<file path="config.mk">
export PLATFORM = sky130hd
export DESIGN_NAME = ats_queue
export DESIGN_NICKNAME = d
export VERILOG_FILES = /design/src/rtl/ats_pkg.sv /design/src/rtl/ats_queue.sv
export SDC_FILE = /design/constraint.sdc
export NUM_CORES = 1
export LEC_CHECK = 0
export BUFFER_PORTS_ARGS = -buffer_cell sky130_fd_sc_hd__buf_4
export CORE_UTILIZATION = 56
export DETAILED_ROUTE_END_ITERATION = 8
export GPL_TIMING_DRIVEN = 0
export PLACE_DENSITY = 0.84
export RECOVER_POWER = 25
export SYNTH_ARGS = -nofsm -noshare
export SYNTH_HDL_FRONTEND = slang
export SYNTH_SLANG_ARGS = --single-unit
</file>
<file path="constraint.sdc">
create_clock -name i_clk -period 11.36 [get_ports i_clk]
set_clock_uncertainty 0.15 [all_clocks]
set_input_delay 2.272 -clock i_clk [delete_from_list [all_inputs] [get_ports i_clk]]
set_output_delay 2.272 -clock i_clk [all_outputs]
set_load 0.02 [all_outputs]
</file>
<file path="src/rtl/ats_pkg.sv">
// ----------------------------------------------------------------------------
// ats_pkg
// Shared types and constants of the affine texel sampler: request codes,
// register indexes, reset values, the queued command and the config bundle.
// ----------------------------------------------------------------------------
`default_nettype none

package ats_pkg;

    // Request kinds carried in tuser[1:0]
    localparam logic [1:0] REQ_WRITE = 2'd0;   // texel store write
    localparam logic [1:0] REQ_FIRST = 2'd1;   // first pixel of a run
    localparam logic [1:0] REQ_NEXT  = 2'd2;   // following pixel
    localparam logic [1:0] REQ_UNUSED = 2'd3;  // dropped

    // Register indexes (byte address 4*i)
    localparam logic [1:0] REG_WIDTH  = 2'd0;
    localparam logic [1:0] REG_HEIGHT = 2'd1;
    localparam logic [1:0] REG_TRANS  = 2'd2;

    // Register reset values
    localparam logic [8:0] RST_WIDTH  = 9'd64;
    localparam logic [8:0] RST_HEIGHT = 9'd128;
    localparam logic [7:0] RST_TRANS  = 8'd247;

    // Port widths
    localparam int IN_DATA_W  = 168;
    localparam int IN_USER_W  = 3;
    localparam int OUT_DATA_W = 8;
    localparam int OUT_USER_W = 1;
    localparam int CFG_ADDR_W = 4;
    localparam int CFG_DATA_W = 32;

    typedef enum logic {
        K_WRITE,
        K_PIXEL
    } t_kind;

    // One classified request as it travels from front to back
    typedef struct packed {
        t_kind       kind;
        logic        occluded;
        logic [31:0] u;        // column coordinate, signed fixed point
        logic [31:0] v;        // row coordinate, signed fixed point
        logic [15:0] rshift;   // signed integer row offset
        logic [15:0] addr;     // texel write address
        logic [7:0]  data;     // texel write data
    } t_cmd;

    typedef struct packed {
        logic [8:0] width;
        logic [8:0] height;
        logic [7:0] trans;
    } t_cfg;

endpackage

`default_nettype wire

</file>
<file path="src/rtl/ats_queue.sv">
// ----------------------------------------------------------------------------
// ats_queue
// Two-entry command queue between front end and sampling back end.
// ----------------------------------------------------------------------------
`default_nettype none

module ats_queue (
    input  wire logic          i_clk,
    input  wire logic          i_rst_n,
    input  wire logic          i_push_valid,
    input  wire ats_pkg::t_cmd i_push_cmd,
    output logic               o_push_ready,
    output logic               o_pop_valid,
    output ats_pkg::t_cmd      o_pop_cmd,
    input  wire logic          i_pop_ready
);
    import ats_pkg::*;

    t_cmd       r_slot [2];
    logic       r_wptr, r_rptr;
    logic [1:0] r_count;
    logic       push, pop;

    assign o_push_ready = (r_count != 2'd2);
    assign o_pop_valid  = (r_count != 2'd0);
    assign o_pop_cmd    = r_slot[r_rptr];
    assign push         = i_push_valid && o_push_ready;
    assign pop          = o_pop_valid && i_pop_ready;

    // Storage
    always_ff @(posedge i_clk) begin
        if (push) begin
            r_slot[r_wptr] <= i_push_cmd;
        end
    end

    // Pointers and fill count
    always_ff @(posedge i_clk) begin
        if (!i_rst_n) begin
            r_wptr  <= 1'b0;
            r_rptr  <= 1'b0;
            r_count <= 2'd0;
        end else begin
            if (push) begin
                r_wptr <= ~r_wptr;
            end
            if (pop) begin
                r_rptr <= ~r_rptr;
            end
            if (push && !pop) begin
                r_count <= r_count + 2'd1;
            end else if (pop && !push) begin
                r_count <= r_count - 2'd1;
            end
        end
    end

    a_count_range: assert property (@(posedge i_clk) disable iff (!i_rst_n)
        r_count != 2'd3)
        else $error("queue count out of range");

    a_ptr_match: assert property (@(posedge i_clk) disable iff (!i_rst_n)
        (r_count == 2'd0 || r_count == 2'd2) |-> (r_wptr == r_rptr))
        else $error("queue pointers disagree with count");

endmodule

`default_nettype wire

</file>
# ---- Word-level counts from Yosys, hierarchy flattened
# Memory sizes are Yosys's and may differ from the RTL's. A register that Yosys moved wholly into a read port is not among the register bits.
# Cells that the tools add are included.
dict set report totals {
  word_cells 23
  reg_bits 4
  output_inout_bits 108
  n_memories 1
  mem_bits_rw 212
  in_bits 110
}
dict set report classes {
  muxes 6
  eq_ne 1
  n_addsub 2
  n_reduce_logical 8
  bitwise 2
}
# name depth width read_ports rd_ports_with_merged_regs write_ports line
set memory_table {}
lappend memory_table {r_slot 2 106 1 1 1 ats_queue.sv:19} ;# t_cmd r_slot [2];
# operator count
set ops {}
lappend ops {{$logic_and A1 B1 Y1} 4}
lappend ops {{$mux W1} 4}
lappend ops {{$mux W2} 2}
lappend ops {{$reduce_bool A2 Y1} 2}
lappend ops {{$add A2 B1 Y2 const B} 1}
lappend ops {{$logic_not A1 Y1} 2}
lappend ops {{$ne A2 B2 Y1 const B} 1}
lappend ops {{$not A1 Y1} 2}
lappend ops {{$sub A2 B1 Y2 const B} 1}

# ---- Logic depth before layout (Yosys ltp)
dict set report depth {
  depth_word 6
  mapped_depth 6
  mapped_depth_nobuf 6
}

# ---- Worst setup path before layout
# OpenSTA, ideal clock, no wires.
dict set report synth_timing {
  path_type {input port to flip-flop}
  startpoint {in i_push_valid}
  endpoint {mem r_slot[1][0] (netlist bit) (enable)}
  path_stages 1
  setup_slack_ps 5959
  setup_ps 478
  t_arrival_ps 4773
  n_path_buf 0
  required_ps 10732
  path_cell_list {and3_1}
}
dict set report synth_via {
  elab_chain_len 3
}
# element line
set synth_lines {}
lappend synth_lines {{start: declaration} ats_queue.sv:10} ;# input wire logic i_push_valid,
lappend synth_lines {{$logic_and A1 B1 Y1} ats_queue.sv:27} ;# assign push = i_push_valid && o_push_ready;
lappend synth_lines {{$mux W1} ats_queue.sv:32} ;# if (push) begin
lappend synth_lines {{$mux W1 (implied by the code)} ats_queue.sv:33} ;# r_slot[r_wptr] <= i_push_cmd;
lappend synth_lines {{end: declaration} ats_queue.sv:19}
# Every way passes these cells.

==> key figures <==
Outcome
  • Status: complete, no violations

Finish
  • Cell area after layout: 10550 µm²
  • Fillers: 792
  • Layout Nets: 707
  • Most frequent cells in the layout: 212 x edfxtp_1, 144 x buf_4, 66 x mux2_2
  • Fin cells: 789
  • Fin util: 75.70%
  • Area Overhead vs Synth: 31.04%
  • Area of the multi-input gates: approximately 1500 µm²
  • Commonest non-fill, non-tap cell in the layout: edfxtp_1
  • Sequential cell area: 6466 µm²
  • Antenna Cells: 0
  • Layout cells sized above 1: 59.28%

Floorplan
  • # IOs: 218
  • Initial Util: approximately 58%
  • Std cell rows: 43
  • Die footprint: 14860 µm²
  • Chip Width: between 100 and 150 µm
  • Core region area: 13930 µm²
  • Die height: 121.9 µm

Timing
  • Setup TNS: 0 ns
  • Final worst path period need: 4.254 ns
  • Slew Limit Fails: 0
  • Max Freq: between 0.2 and 0.25 GHz
  • Fin. Hold Viols: 0
  • # setup viols final: 0
  • RSZ-0062 raised after global routing: false
  • Worst slew margin: 46.63%
  • Tcrit/Tclk final: 37.44%
  • Worst-margin pin slew: 0.8006 ns

Place
  • Dpl hpwl: 10170 µm
  • Port Buffers: 217
  • Cell Area, Placed: between 9000 and 10000 µm²
  • Placed insts: 753
  • Final Wtd Congestion: 0.6935

Synth
  • Syn Inst Count: 354
  • Portion of netlist area occupied by mux cells: between 10% and 20%
  • Top cells by area, synth: edfxtp_1 79%, mux2_2 9.2%, mux2_4 7.5%
  • Mapped Avg Cell Area: roughly 23 µm²
  • Xor/xnor cell area share of the yosys netlist: 0.3264%
  • Largest family of logic cells by synthesized area: multiplexers
  • Post-synth top area cell: edfxtp_1
  • Cell area after synthesis: 8050 µm²
  • Compound-Gate Fraction of Synth Area: 0.4352%
  • Synth Area in Simple Gates: 0.8082%
  • Synth unique cells: 21
  • Post-Syn Nets: 465
  • Synth warn: 0
  • Yosys reg bits: 217
  • Share of the synthesized area in the top cell type: between 70% and 80%
  • Seq/Total Area, Yosys: 80.32%
  • Adder-Cell Fraction of Synth Area: less than 1%

Global routing
  • First-pass GRT wire length: around 22000 µm
  • Global Route Usage Sum: 20.05%
  • Number of global-route vias before repair: 4310
  • Pin count of the biggest net entering global routing: 56
  • Initial antenna violation count: 0
  • Grt ovf: 0

Clock tree
  • CTS tree: done
  • Post-CTS sizing: 0
  • Postcts setup bufs: 0
  • Clock Path Buffers: 3
  • H-tree levels: 1
  • Cts hold-fix bufs: 0
  • Num CTS Buffers: 21
  • Clock root cell: clkbuf_16
  • Clock transition at path regs: about 0.060 ns
  • Sink Count: between 200 and 250
  • Worst skew pair latency: 0.48 ns

Worst setup path
  • Max stage delay on crit path: 0.33 ns
  • CP most frequent cell: buf_6
  • Slowest CP cell: dfxtp_1
  • WP data required: 8.94 ns
  • Critical path launch point type: register
  • Crit path cell chain: buf_6, buf_6, buf_6, mux2_4, buf_4
  • CP Class: register to output port
  • Crit path max fanout: 10
  • WP buf/inv: 4
  • Worst setup EP type: output port
  • Arr. time, crit path: 1.83 ns
  • CP delay by family, top: buffers and inverters

Power and ir drop
  • Power Total: between 2 and 2.5 mW
  • Cell area power density: 228.0 nW/µm²
  • Peak VDD IR: 0.1543 mV
  • P_leak: 4.004 nW

Job
  • Max-cap check violation count: 0

Routing
  • # DRC: 0
  • Detailed-route via count: between 4000 and 5000
  • Vias per cell: between 5 and 6
  • 1st-iter DRT viols: 194
  • Initial DRT Pass Iterations: 5
  • Routed WL: 15360 µm
  • Routed wire per std cell: roughly 20 µm
  • Routed Antenna Nets: 0

Hold path
  • HP Class: register to register
==> kinds of logic after synthesis <==
kind of cell / count (synthesis)
buf+inv: 13
simple gates: 9
fa+ha+maj: 1
mux: 106
xor+xnor: 3
compound gates: 5
flops: 217
==> layout make-up <==
cell class | count | share of cell area, %
clock buffer | 24 | 5.088
multi-input combinational | 124 | 14.10
timing repair buffer | 219 | 15.64
sequential | 217 | 61.30
buffer | 12 | 0.9252
inverter | 1 | 0.05930
clock inverter | 12 | 0.7472
tap | 180 | 2.135
==> metal layers <==
metal	up-vias	global-route usage, %	wire length (µm)
met5	-	0	0
met2	182	35.52	8004
li1	1895	-	-
met3	31	5.384	1346
met1	2029	23.60	5640
met4	0	6.559	367
==> worst min-delay path, stage by stage (launching register included) <==
cell and delay [ns]:
dfxtp_1 0.32, xnor2_1 0.08, and2_1 0.15
==> synth_stat cells (all sizes together) <==
master	number
or2	1
mux2	106
inv	1
buf	12
edfxtp	212
ha	1
and2	4
o21ai	2
nand3b	1
xnor2	2
a21bo	1
and3	1
a21boi	2
or3	1
dfxtp	5
xor2	1
nand2b	1
==> worst paths after layout <==
path	start	endpoint	slack (ns)	depth (start not counted)
setup reg to reg	r_count[0]	r_slot[1][94]	9.16	3
hold reg to reg	r_rptr	register	0.44	2
setup / recovery	register	o_pop_cmd[86]	7.11	5
hold / removal	r_rptr	register	0.44	2
==> where the power goes <==
| part | internal [mW] | switching (mW) |
|---|---|---|
| registers | 1.00 | 0.0288 |
| clock network | 0.359 | 0.262 |
| logic | 0.360 | 0.394 |
| total | 1.72 | 0.685 |
==> registers in the layout (all words and copies together), names as in the netlist, named ones only <==
| signal | cells |
|---|---|
| r_slot | 212 |
| r_count | 2 |
| r_rptr | 1 |
| r_wptr | 1 |
==> stage by stage <==
| stage | setup slack [ns] | hold slack (ns) |
|---|---|---|
| floorplan | 5.959 | 0.3624 |
| global placement | 4.662 | 0.3759 |
| detailed placement | 7.384 | 0.4271 |
| CTS | 7.069 | 0.4270 |
| global route | 7.044 | 0.4807 |
| finish | 7.106 | 0.4366 |
Note: power is estimated with default switching activity, not from simulation.
