File: src/rtl/ats_pkg.sv
// ----------------------------------------------------------------------------
// ats_pkg
// Shared types and constants of the affine texel sampler: request codes,
// register indexes, reset values, the queued command and the config bundle.
// ----------------------------------------------------------------------------
`default_nettype none

package ats_pkg;

    // Request kinds carried in tuser[1:0]
    localparam logic [1:0] REQ_WRITE = 2'd0;   // texel store write
    localparam logic [1:0] REQ_FIRST = 2'd1;   // first pixel of a run
    localparam logic [1:0] REQ_NEXT  = 2'd2;   // following pixel
    localparam logic [1:0] REQ_UNUSED = 2'd3;  // dropped

    // Register indexes (byte address 4*i)
    localparam logic [1:0] REG_WIDTH  = 2'd0;
    localparam logic [1:0] REG_HEIGHT = 2'd1;
    localparam logic [1:0] REG_TRANS  = 2'd2;

    // Register reset values
    localparam logic [8:0] RST_WIDTH  = 9'd64;
    localparam logic [8:0] RST_HEIGHT = 9'd128;
    localparam logic [7:0] RST_TRANS  = 8'd247;

    // Port widths
    localparam int IN_DATA_W  = 168;
    localparam int IN_USER_W  = 3;
    localparam int OUT_DATA_W = 8;
    localparam int OUT_USER_W = 1;
    localparam int CFG_ADDR_W = 4;
    localparam int CFG_DATA_W = 32;

    typedef enum logic {
        K_WRITE,
        K_PIXEL
    } t_kind;

    // One classified request as it travels from front to back
    typedef struct packed {
        t_kind       kind;
        logic        occluded;
        logic [31:0] u;        // column coordinate, signed fixed point
        logic [31:0] v;        // row coordinate, signed fixed point
        logic [15:0] rshift;   // signed integer row offset
        logic [15:0] addr;     // texel write address
        logic [7:0]  data;     // texel write data
    } t_cmd;

    typedef struct packed {
        logic [8:0] width;
        logic [8:0] height;
        logic [7:0] trans;
    } t_cfg;

endpackage

`default_nettype wire

File: src/rtl/ats_front.sv
// ----------------------------------------------------------------------------
// ats_front
// Request front end: unpacks the input stream, keeps the coordinate
// accumulators and steps, and pushes one command per write or pixel.
// ----------------------------------------------------------------------------
`default_nettype none

module ats_front (
    input  wire logic                          i_clk,
    input  wire logic                          i_rst_n,
    input  wire logic                          i_tvalid,
    output logic                               o_tready,
    // tdata: texel_address[15:0], texel_data[23:16], start_u[55:24],
    //        start_v[87:56], step_u[119:88], step_v[151:120], row_offset[167:152]
    input  wire logic [ats_pkg::IN_DATA_W-1:0] i_tdata,
    // tuser: req_type[1:0], occluded[2]
    input  wire logic [ats_pkg::IN_USER_W-1:0] i_tuser,
    output logic                               o_push_valid,
    output ats_pkg::t_cmd                      o_push_cmd,
    input  wire logic                          i_push_ready
);
    import ats_pkg::*;

    logic [1:0]  req;
    logic [15:0] in_addr;
    logic [7:0]  in_data;
    logic [31:0] start_u, start_v, step_u, step_v;
    logic [15:0] row_off;
    logic        accept;

    logic [31:0] r_acc_u, r_acc_v, r_inc_u, r_inc_v;
    logic [15:0] r_rshift;

    // Field unpack
    assign req     = i_tuser[1:0];
    assign in_addr = i_tdata[15:0];
    assign in_data = i_tdata[23:16];
    assign start_u = i_tdata[55:24];
    assign start_v = i_tdata[87:56];
    assign step_u  = i_tdata[119:88];
    assign step_v  = i_tdata[151:120];
    assign row_off = i_tdata[167:152];

    assign o_tready     = i_push_ready;
    assign accept       = i_tvalid && i_push_ready;
    assign o_push_valid = i_tvalid && (req != REQ_UNUSED);

    // Classify the request into a command
    always_comb begin
        o_push_cmd          = '0;
        o_push_cmd.kind     = K_PIXEL;
        o_push_cmd.occluded = i_tuser[2];
        unique case (req)
            REQ_WRITE: begin
                o_push_cmd.kind = K_WRITE;
                o_push_cmd.addr = in_addr;
                o_push_cmd.data = in_data;
            end
            REQ_FIRST: begin
                o_push_cmd.u      = start_u;
                o_push_cmd.v      = start_v;
                o_push_cmd.rshift = row_off;
            end
            REQ_NEXT: begin
                o_push_cmd.u      = r_acc_u;
                o_push_cmd.v      = r_acc_v;
                o_push_cmd.rshift = r_rshift;
            end
            default: begin
                o_push_cmd.kind = K_WRITE;
            end
        endcase
    end

    // Accumulators advance once per accepted pixel, wrapping mod 2^32
    always_ff @(posedge i_clk) begin
        if (!i_rst_n) begin
            r_acc_u  <= '0;
            r_acc_v  <= '0;
            r_inc_u  <= '0;
            r_inc_v  <= '0;
            r_rshift <= '0;
        end else if (accept) begin
            unique case (req)
                REQ_FIRST: begin
                    r_acc_u  <= start_u + step_u;
                    r_acc_v  <= start_v + step_v;
                    r_inc_u  <= step_u;
                    r_inc_v  <= step_v;
                    r_rshift <= row_off;
                end
                REQ_NEXT: begin
                    r_acc_u <= r_acc_u + r_inc_u;
                    r_acc_v <= r_acc_v + r_inc_v;
                end
                default: begin
                end
            endcase
        end
    end

endmodule

`default_nettype wire

File: config.mk
export PLATFORM = sky130hd
export DESIGN_NAME = ats_front
export DESIGN_NICKNAME = d
export VERILOG_FILES = /design/src/rtl/ats_pkg.sv /design/src/rtl/ats_front.sv
export SDC_FILE = /design/constraint.sdc
export NUM_CORES = 1
export LEC_CHECK = 0
export BUFFER_PORTS_ARGS = -buffer_cell sky130_fd_sc_hd__buf_2
export CAP_MARGIN = 40
export CORE_MARGIN = 3
export CORE_UTILIZATION = 50
export DETAILED_ROUTE_END_ITERATION = 7
export PLACE_DENSITY = 0.83
export SYNTH_ARGS = -nofsm -noshare
export SYNTH_HDL_FRONTEND = slang
export SYNTH_SLANG_ARGS = --single-unit
File: constraint.sdc
create_clock -name i_clk -period 3.5 [get_ports i_clk]
set_clock_uncertainty 0.15 [all_clocks]
set_input_delay 0.525 -clock i_clk [delete_from_list [all_inputs] [get_ports i_clk]]
set_output_delay 0.525 -clock i_clk [all_outputs]
set_load 0.01 [all_outputs]
* Yosys cells after proc, flatten, opt, wreduce, memory -nomap -nowiden *
Index checks and enable logic that the tools add are counted.

operators by class
  add/sub/neg operators = 4
  equal/unequal tests = 3
  muxes and demuxes = 5
  reduce and logical (&&, ||, !) cells = 7

operators with widths
  cell                  count
  $pmux W80 S2          1
  $add A32 B32 Y32      4
  $pmux W32 S2          2
  $mux W24              1
  $reduce_and A2 Y1     2
  $eq A2 B1 Y1 const B  1
  $eq A2 B2 Y1 const B  1
  $logic_and A1 B1 Y1   2
  $logic_not A2 Y1      1
  $ne A2 B2 Y1 const B  1
  $reduce_bool A2 Y1    1
  $reduce_or A2 Y1      1
  $mux W1               1

word-level totals
  register bits after elaboration = 144
  input port bits = 175
  output and inout port bits = 108
  word-level logic and storage cells = 24

* Depth between registers and ports, before layout *
  word-level depth = 3
  mapped depth = 12
  gate-level depth less buffers = 12

* Worst setup path after synthesis *
No wires, ideal clock.

  kind = input port to flip-flop
  start point = input i_tdata[24] (netlist name)
  end point = register r_acc_u[30]
  library setup time = 0.143 ns
  arrival time = 2.870 ns
  required time = 3.207 ns
  setup slack = 0.337 ns
  stages on the path = 12
  buffers on the path = 0
  cell sequence = ha_1 fa_1 a211oi_1 o211ai_1 a311oi_2 o21ai_2 a22oi_2 o21ai_1 nor3b_1 a31oi_1 xor2_1 a211oi_1

on the way
  cells in the longest elaborated chain, start to end = 2

ends and longest elaborated chain
  item                  line             source
  start, declared       ats_front.sv:15  input wire logic [ats_pkg::IN_DATA_W-1:0] i_tdata,
  $add A32 B32 Y32      ats_front.sv:86  r_acc_u <= start_u + step_u;
  $pmux W32 S2          ats_front.sv:84  unique case (req)
  end signal, assigned  ats_front.sv:86
  end signal, assigned  ats_front.sv:93  r_acc_u <= r_acc_u + r_inc_u;
  end, declared         ats_front.sv:31  logic [31:0] r_acc_u, r_acc_v, r_inc_u, r_inc_v;

Every way passes these cells.
A chain may end at the register's enable or synchronous reset.

* Worst setup path after layout *
  start point = register r_acc_u[0]
  end point = register r_acc_u[26]

on the way
  cells in the longest elaborated chain, start to end = 2

ends and longest elaborated chain
  item              line
  $add A32 B32 Y32  ats_front.sv:93
  $pmux W32 S2      ats_front.sv:84

Every way passes these cells.

==> impl_metrics.py <==
metrics = {
    "clock_tree": {
        "ctsHoldBuffers": 0,
        "root_buffer": "clkbuf_16",
        "tritoncts_num_sinks": 144,
        "h-tree-depth": 4,
        "tritoncts": "done",
        "cts.clk_slew.worst_paths_ns": 0.07,
        "cts-buffers-inserted": 17,
        "clkLatencyLatePin_ns": 0.44,
        "clk_path_buf_depth": 2,
    },
    "pwr": {
        "internal_pwr_total_mw": 3.33,
        "switching_share_pct": 34.3,
        "power-per-cell-area_nw_per_um2": 330,
        "static-leakage-power_nw": 6.93,
        "vdd.ir_drop.worst_mv": 0.223,
        "seqPwrFrac_pct": 34.9,
        "power.share.clock_pct": 35.8,
        "total_switching_power_mw": 1.73,
        "pwr-share-comb_pct": 29.3,
    },
    "timing": {
        "fmax_ghz": 0.300,
        "worst_slew_margin_rel_pct": 59.8,
        "hold_slack_ns": 0.182,
        "measured_slew_at_the_worst_slew_check_pin_ns": 0.603,
        "finalMaxSlewViolations": 0,
        "final_hold_viol_count": 0,
        "min_period_ns": 3.34,
        "post-route-period-util_pct": 95.4,
        "setup_viol_count_final": 0,
        "setup_total_negative_slack_ns": 0,
    },
    "critical_path": {
        "timing.setup.critical_path_class": "reg2reg",
        "worstPathRequired_ns": 3.70,
        "crit_path_start_kind": "flip-flop",
        "worst_path_arrival_time_ns": 3.54,
        "worst_path_most_repeated_cell": "o21ai_1",
        "series_of_cell_instances_along_the_critical_path": "ha_1 -> fa_2 -> a211oi_2 -> o21ai_1 -> a31oi_4 -> o21ai_2 -> a311oi_2 -> o21ai_1 -> a311o_1 -> xor2_1 -> o22ai_1 -> a211oi_1",
        "cp_max_fo": 4,
        "r2r_setup_slack_ns": 0.16,
        "timing.reg2reg.worst_path_depth": 12,
        "cp-end-kind": "flip-flop",
        "critical-path-max-stage-delay_ns": 0.39,
        "worst_path_max_delay_cell": "fa_2",
    },
    "yosys": {
        "post_synth_instance_area_um2": 12900,
        "syn-num-nets": 2026,
        "synth.yosys.warnings": 0,
        "dominantRegCellSynth": "dfxtp_1",
        "post_synth_main_area_contributors": "dfxtp_1 22%, ha_1 12%, a21oi_1 9.1%",
        "syn_inst": 1719,
        "synth.ff_latch_count": 144,
        "synth_top_family_by_area": "compound AO/OA/AOI/OAI gates",
        "largest_area_contributor_in_the_synthesized_netlist": "dfxtp_1",
        "ys_async_sr_fraction_pct": 0,
        "post_synth_mux_area_share_pct": 0.696,
        "synth_enable_flop_cells": 0,
        "syn_avg_cell_area_um2": 7.53,
        "synth_compound_area_share_pct": 32.6,
        "synth_simple_gate_area_share_pct": 20.8,
        "synth_adder_area_share_pct": 13.0,
        "post_synth_xor_area_fraction_pct": 7.24,
        "synthDistinctLibCells": 74,
        "seq_area_frac_synth_pct": 22.3,
        "synth_top_area_share_pct": 22.3,
    },
    "finish": {
        "final_nets": 2265,
        "post_route_cell_area_um2": 15300,
        "layout.cells.most_common_list": "280 x buf_2, 240 x nand2_1, 235 x a21oi_1",
        "fillCellCount": 2228,
        "synthToLayoutAreaGrowth_pct": 18.4,
        "insertedDiodeCount": 0,
        "post_route_cells_drive_above_1_share_pct": 19.8,
        "layout_commonest_cell": "buf_2",
    },
    "floorplanning": {
        "floorplan.initialDensity_pct": 51.1,
        "num_io_pins": 283,
        "core_region_area_um2": 25300,
        "die_width_um": 167,
        "placement_rows": 58,
        "die_area_um2": 27900,
        "die_h_um": 167,
    },
    "drt": {
        "routed-via-count": 13988,
        "drt.antenna.violating_nets": 0,
        "drc_errors": 0,
        "number_of_drc_markers_in_iteration_0": 1211,
        "finalWirelength_mm": 40.5,
        "firstDrtPassIters": 8,
        "post_drt_wl_per_cell_um": 17.6,
        "avgViaCountPerCell": 6.08,
    },
    "global_routing": {
        "grtUsageMet1_pct": 35.7,
        "first_global_vias": 13426,
        "grt_start_max_net_pins": 113,
        "grtUsageTotal_pct": 27.7,
        "grt.met2_usage_pct": 48.3,
        "antenna_found_initial": 1,
        "grt_first_pass_wirelength_mm": 65.7,
        "grt.overflow.total": 0,
        "groute.layer.met3.usage_pct": 3.99,
        "grt.busiest_layer": "met2",
    },
    "placed_design": {
        "postPlaceCellArea_um2": 14800,
        "place.detailed.hpwl_mm": 29.4,
        "io_buffer_count": 280,
        "globalplace.congestion": 0.912,
    },
    "run_status": {
        "outcome": "completed",
    },
    "hold_path": {
        "hold_class": "in2reg",
        "timing.hold.worst_path_depth": 3,
    },
    "job": {
        "max_cap_viol_count": 0,
    },
}
## registers in the layout (all words and copies together) (netlist names)
name      flops
r_inc_v      32
r_acc_v      32
r_inc_u      32
r_rshift     16
r_acc_u      32
## stage by stage
stage          worst slack, ns  utilization (%)  total power [mW]  std cells
3_3_place_gp            0.0195             58.3              3.21       2268
6_report                 0.163             60.6              5.06       2301
5_1_grt               -0.00739             60.6              5.30       2301
3_5_place_dp           -0.0845             58.3              3.25       2268
4_1_cts                 0.0995             60.5              5.06       2300
2_1_floorplan            0.337                -              2.77       1719
## synthesized netlist by cell type, types with 19 or more instances
master / count
xor2_1: 39
xnor2_1: 68
o21ai_0: 88
a21o_1: 71
nor2_1: 91
and2_1: 35
a21oi_1: 236
nand2_1: 240
nor2b_1: 88
ha_1: 128
a22oi_1: 82
nand3_1: 19
clkbuf_1: 90
nor3_1: 20
dfxtp_1: 144
and3_1: 21
a211oi_1: 36
## final timing paths
path | start | to
worst max register to register | r_acc_u[0] | r_acc_u[26]
worst min-delay path | i_tdata[167] | r_rshift[15]
worst max-delay path | r_acc_u[0] | r_acc_u[26]
worst min register to register | r_rshift[15] | r_rshift[15]
## worst max-delay path, delay by kind of cell, from the launching register on
family	cells	cell delay, ns
flops	1	0.33
compound gates	9	1.97
xor+xnor	1	0.16
fa+ha+maj	2	0.64
## power groups by stage
stage	Clock (mW)	Sequential (mW)	Combinational [mW]
floorplan	0	1.78	0.999
detailed placement	0	1.80	1.45
global placement	0	1.80	1.42
global route	1.89	1.77	1.64
CTS	1.83	1.76	1.46
finish	1.81	1.76	1.48
## layout make-up
class	count	area, um^2	area share [%]
tap	330	413	2.69
inverter	18	68.8	0.449
clock buffer	18	429	2.80
multi-input combinational	1461	9680	63.1
timing repair buffer	316	1730	11.3
clock inverter	14	133	0.865
sequential	144	2880	18.8
## logic make-up (layout without fill, tap and decap cells)
family / count (synthesis) / after routing
muxes: 9 / 9
adders and majority gates: 132 / 132
AOI/OAI and AO/OA: 650 / 650
and+or+nand+nor: 563 / 563
xor gates and xnor gates: 107 / 107
DFF: 144 / 144
buffers and inverters: 114 / 366
## repair_timing
item	in CTS	in global routing
buffers inserted	0	1
endpoints found under the setup margin	0	5
endpoints found under the hold margin	0	0
gates resized for setup	0	5
## routing by layer
metal / wire (um) / up-vias
met5: 14 / -
met4: 880 / 2
met3: 2940 / 76
met2: 19500 / 619
met1: 17200 / 6561
li1: - / 6730
Note: power is estimated with default switching activity, not from simulation.
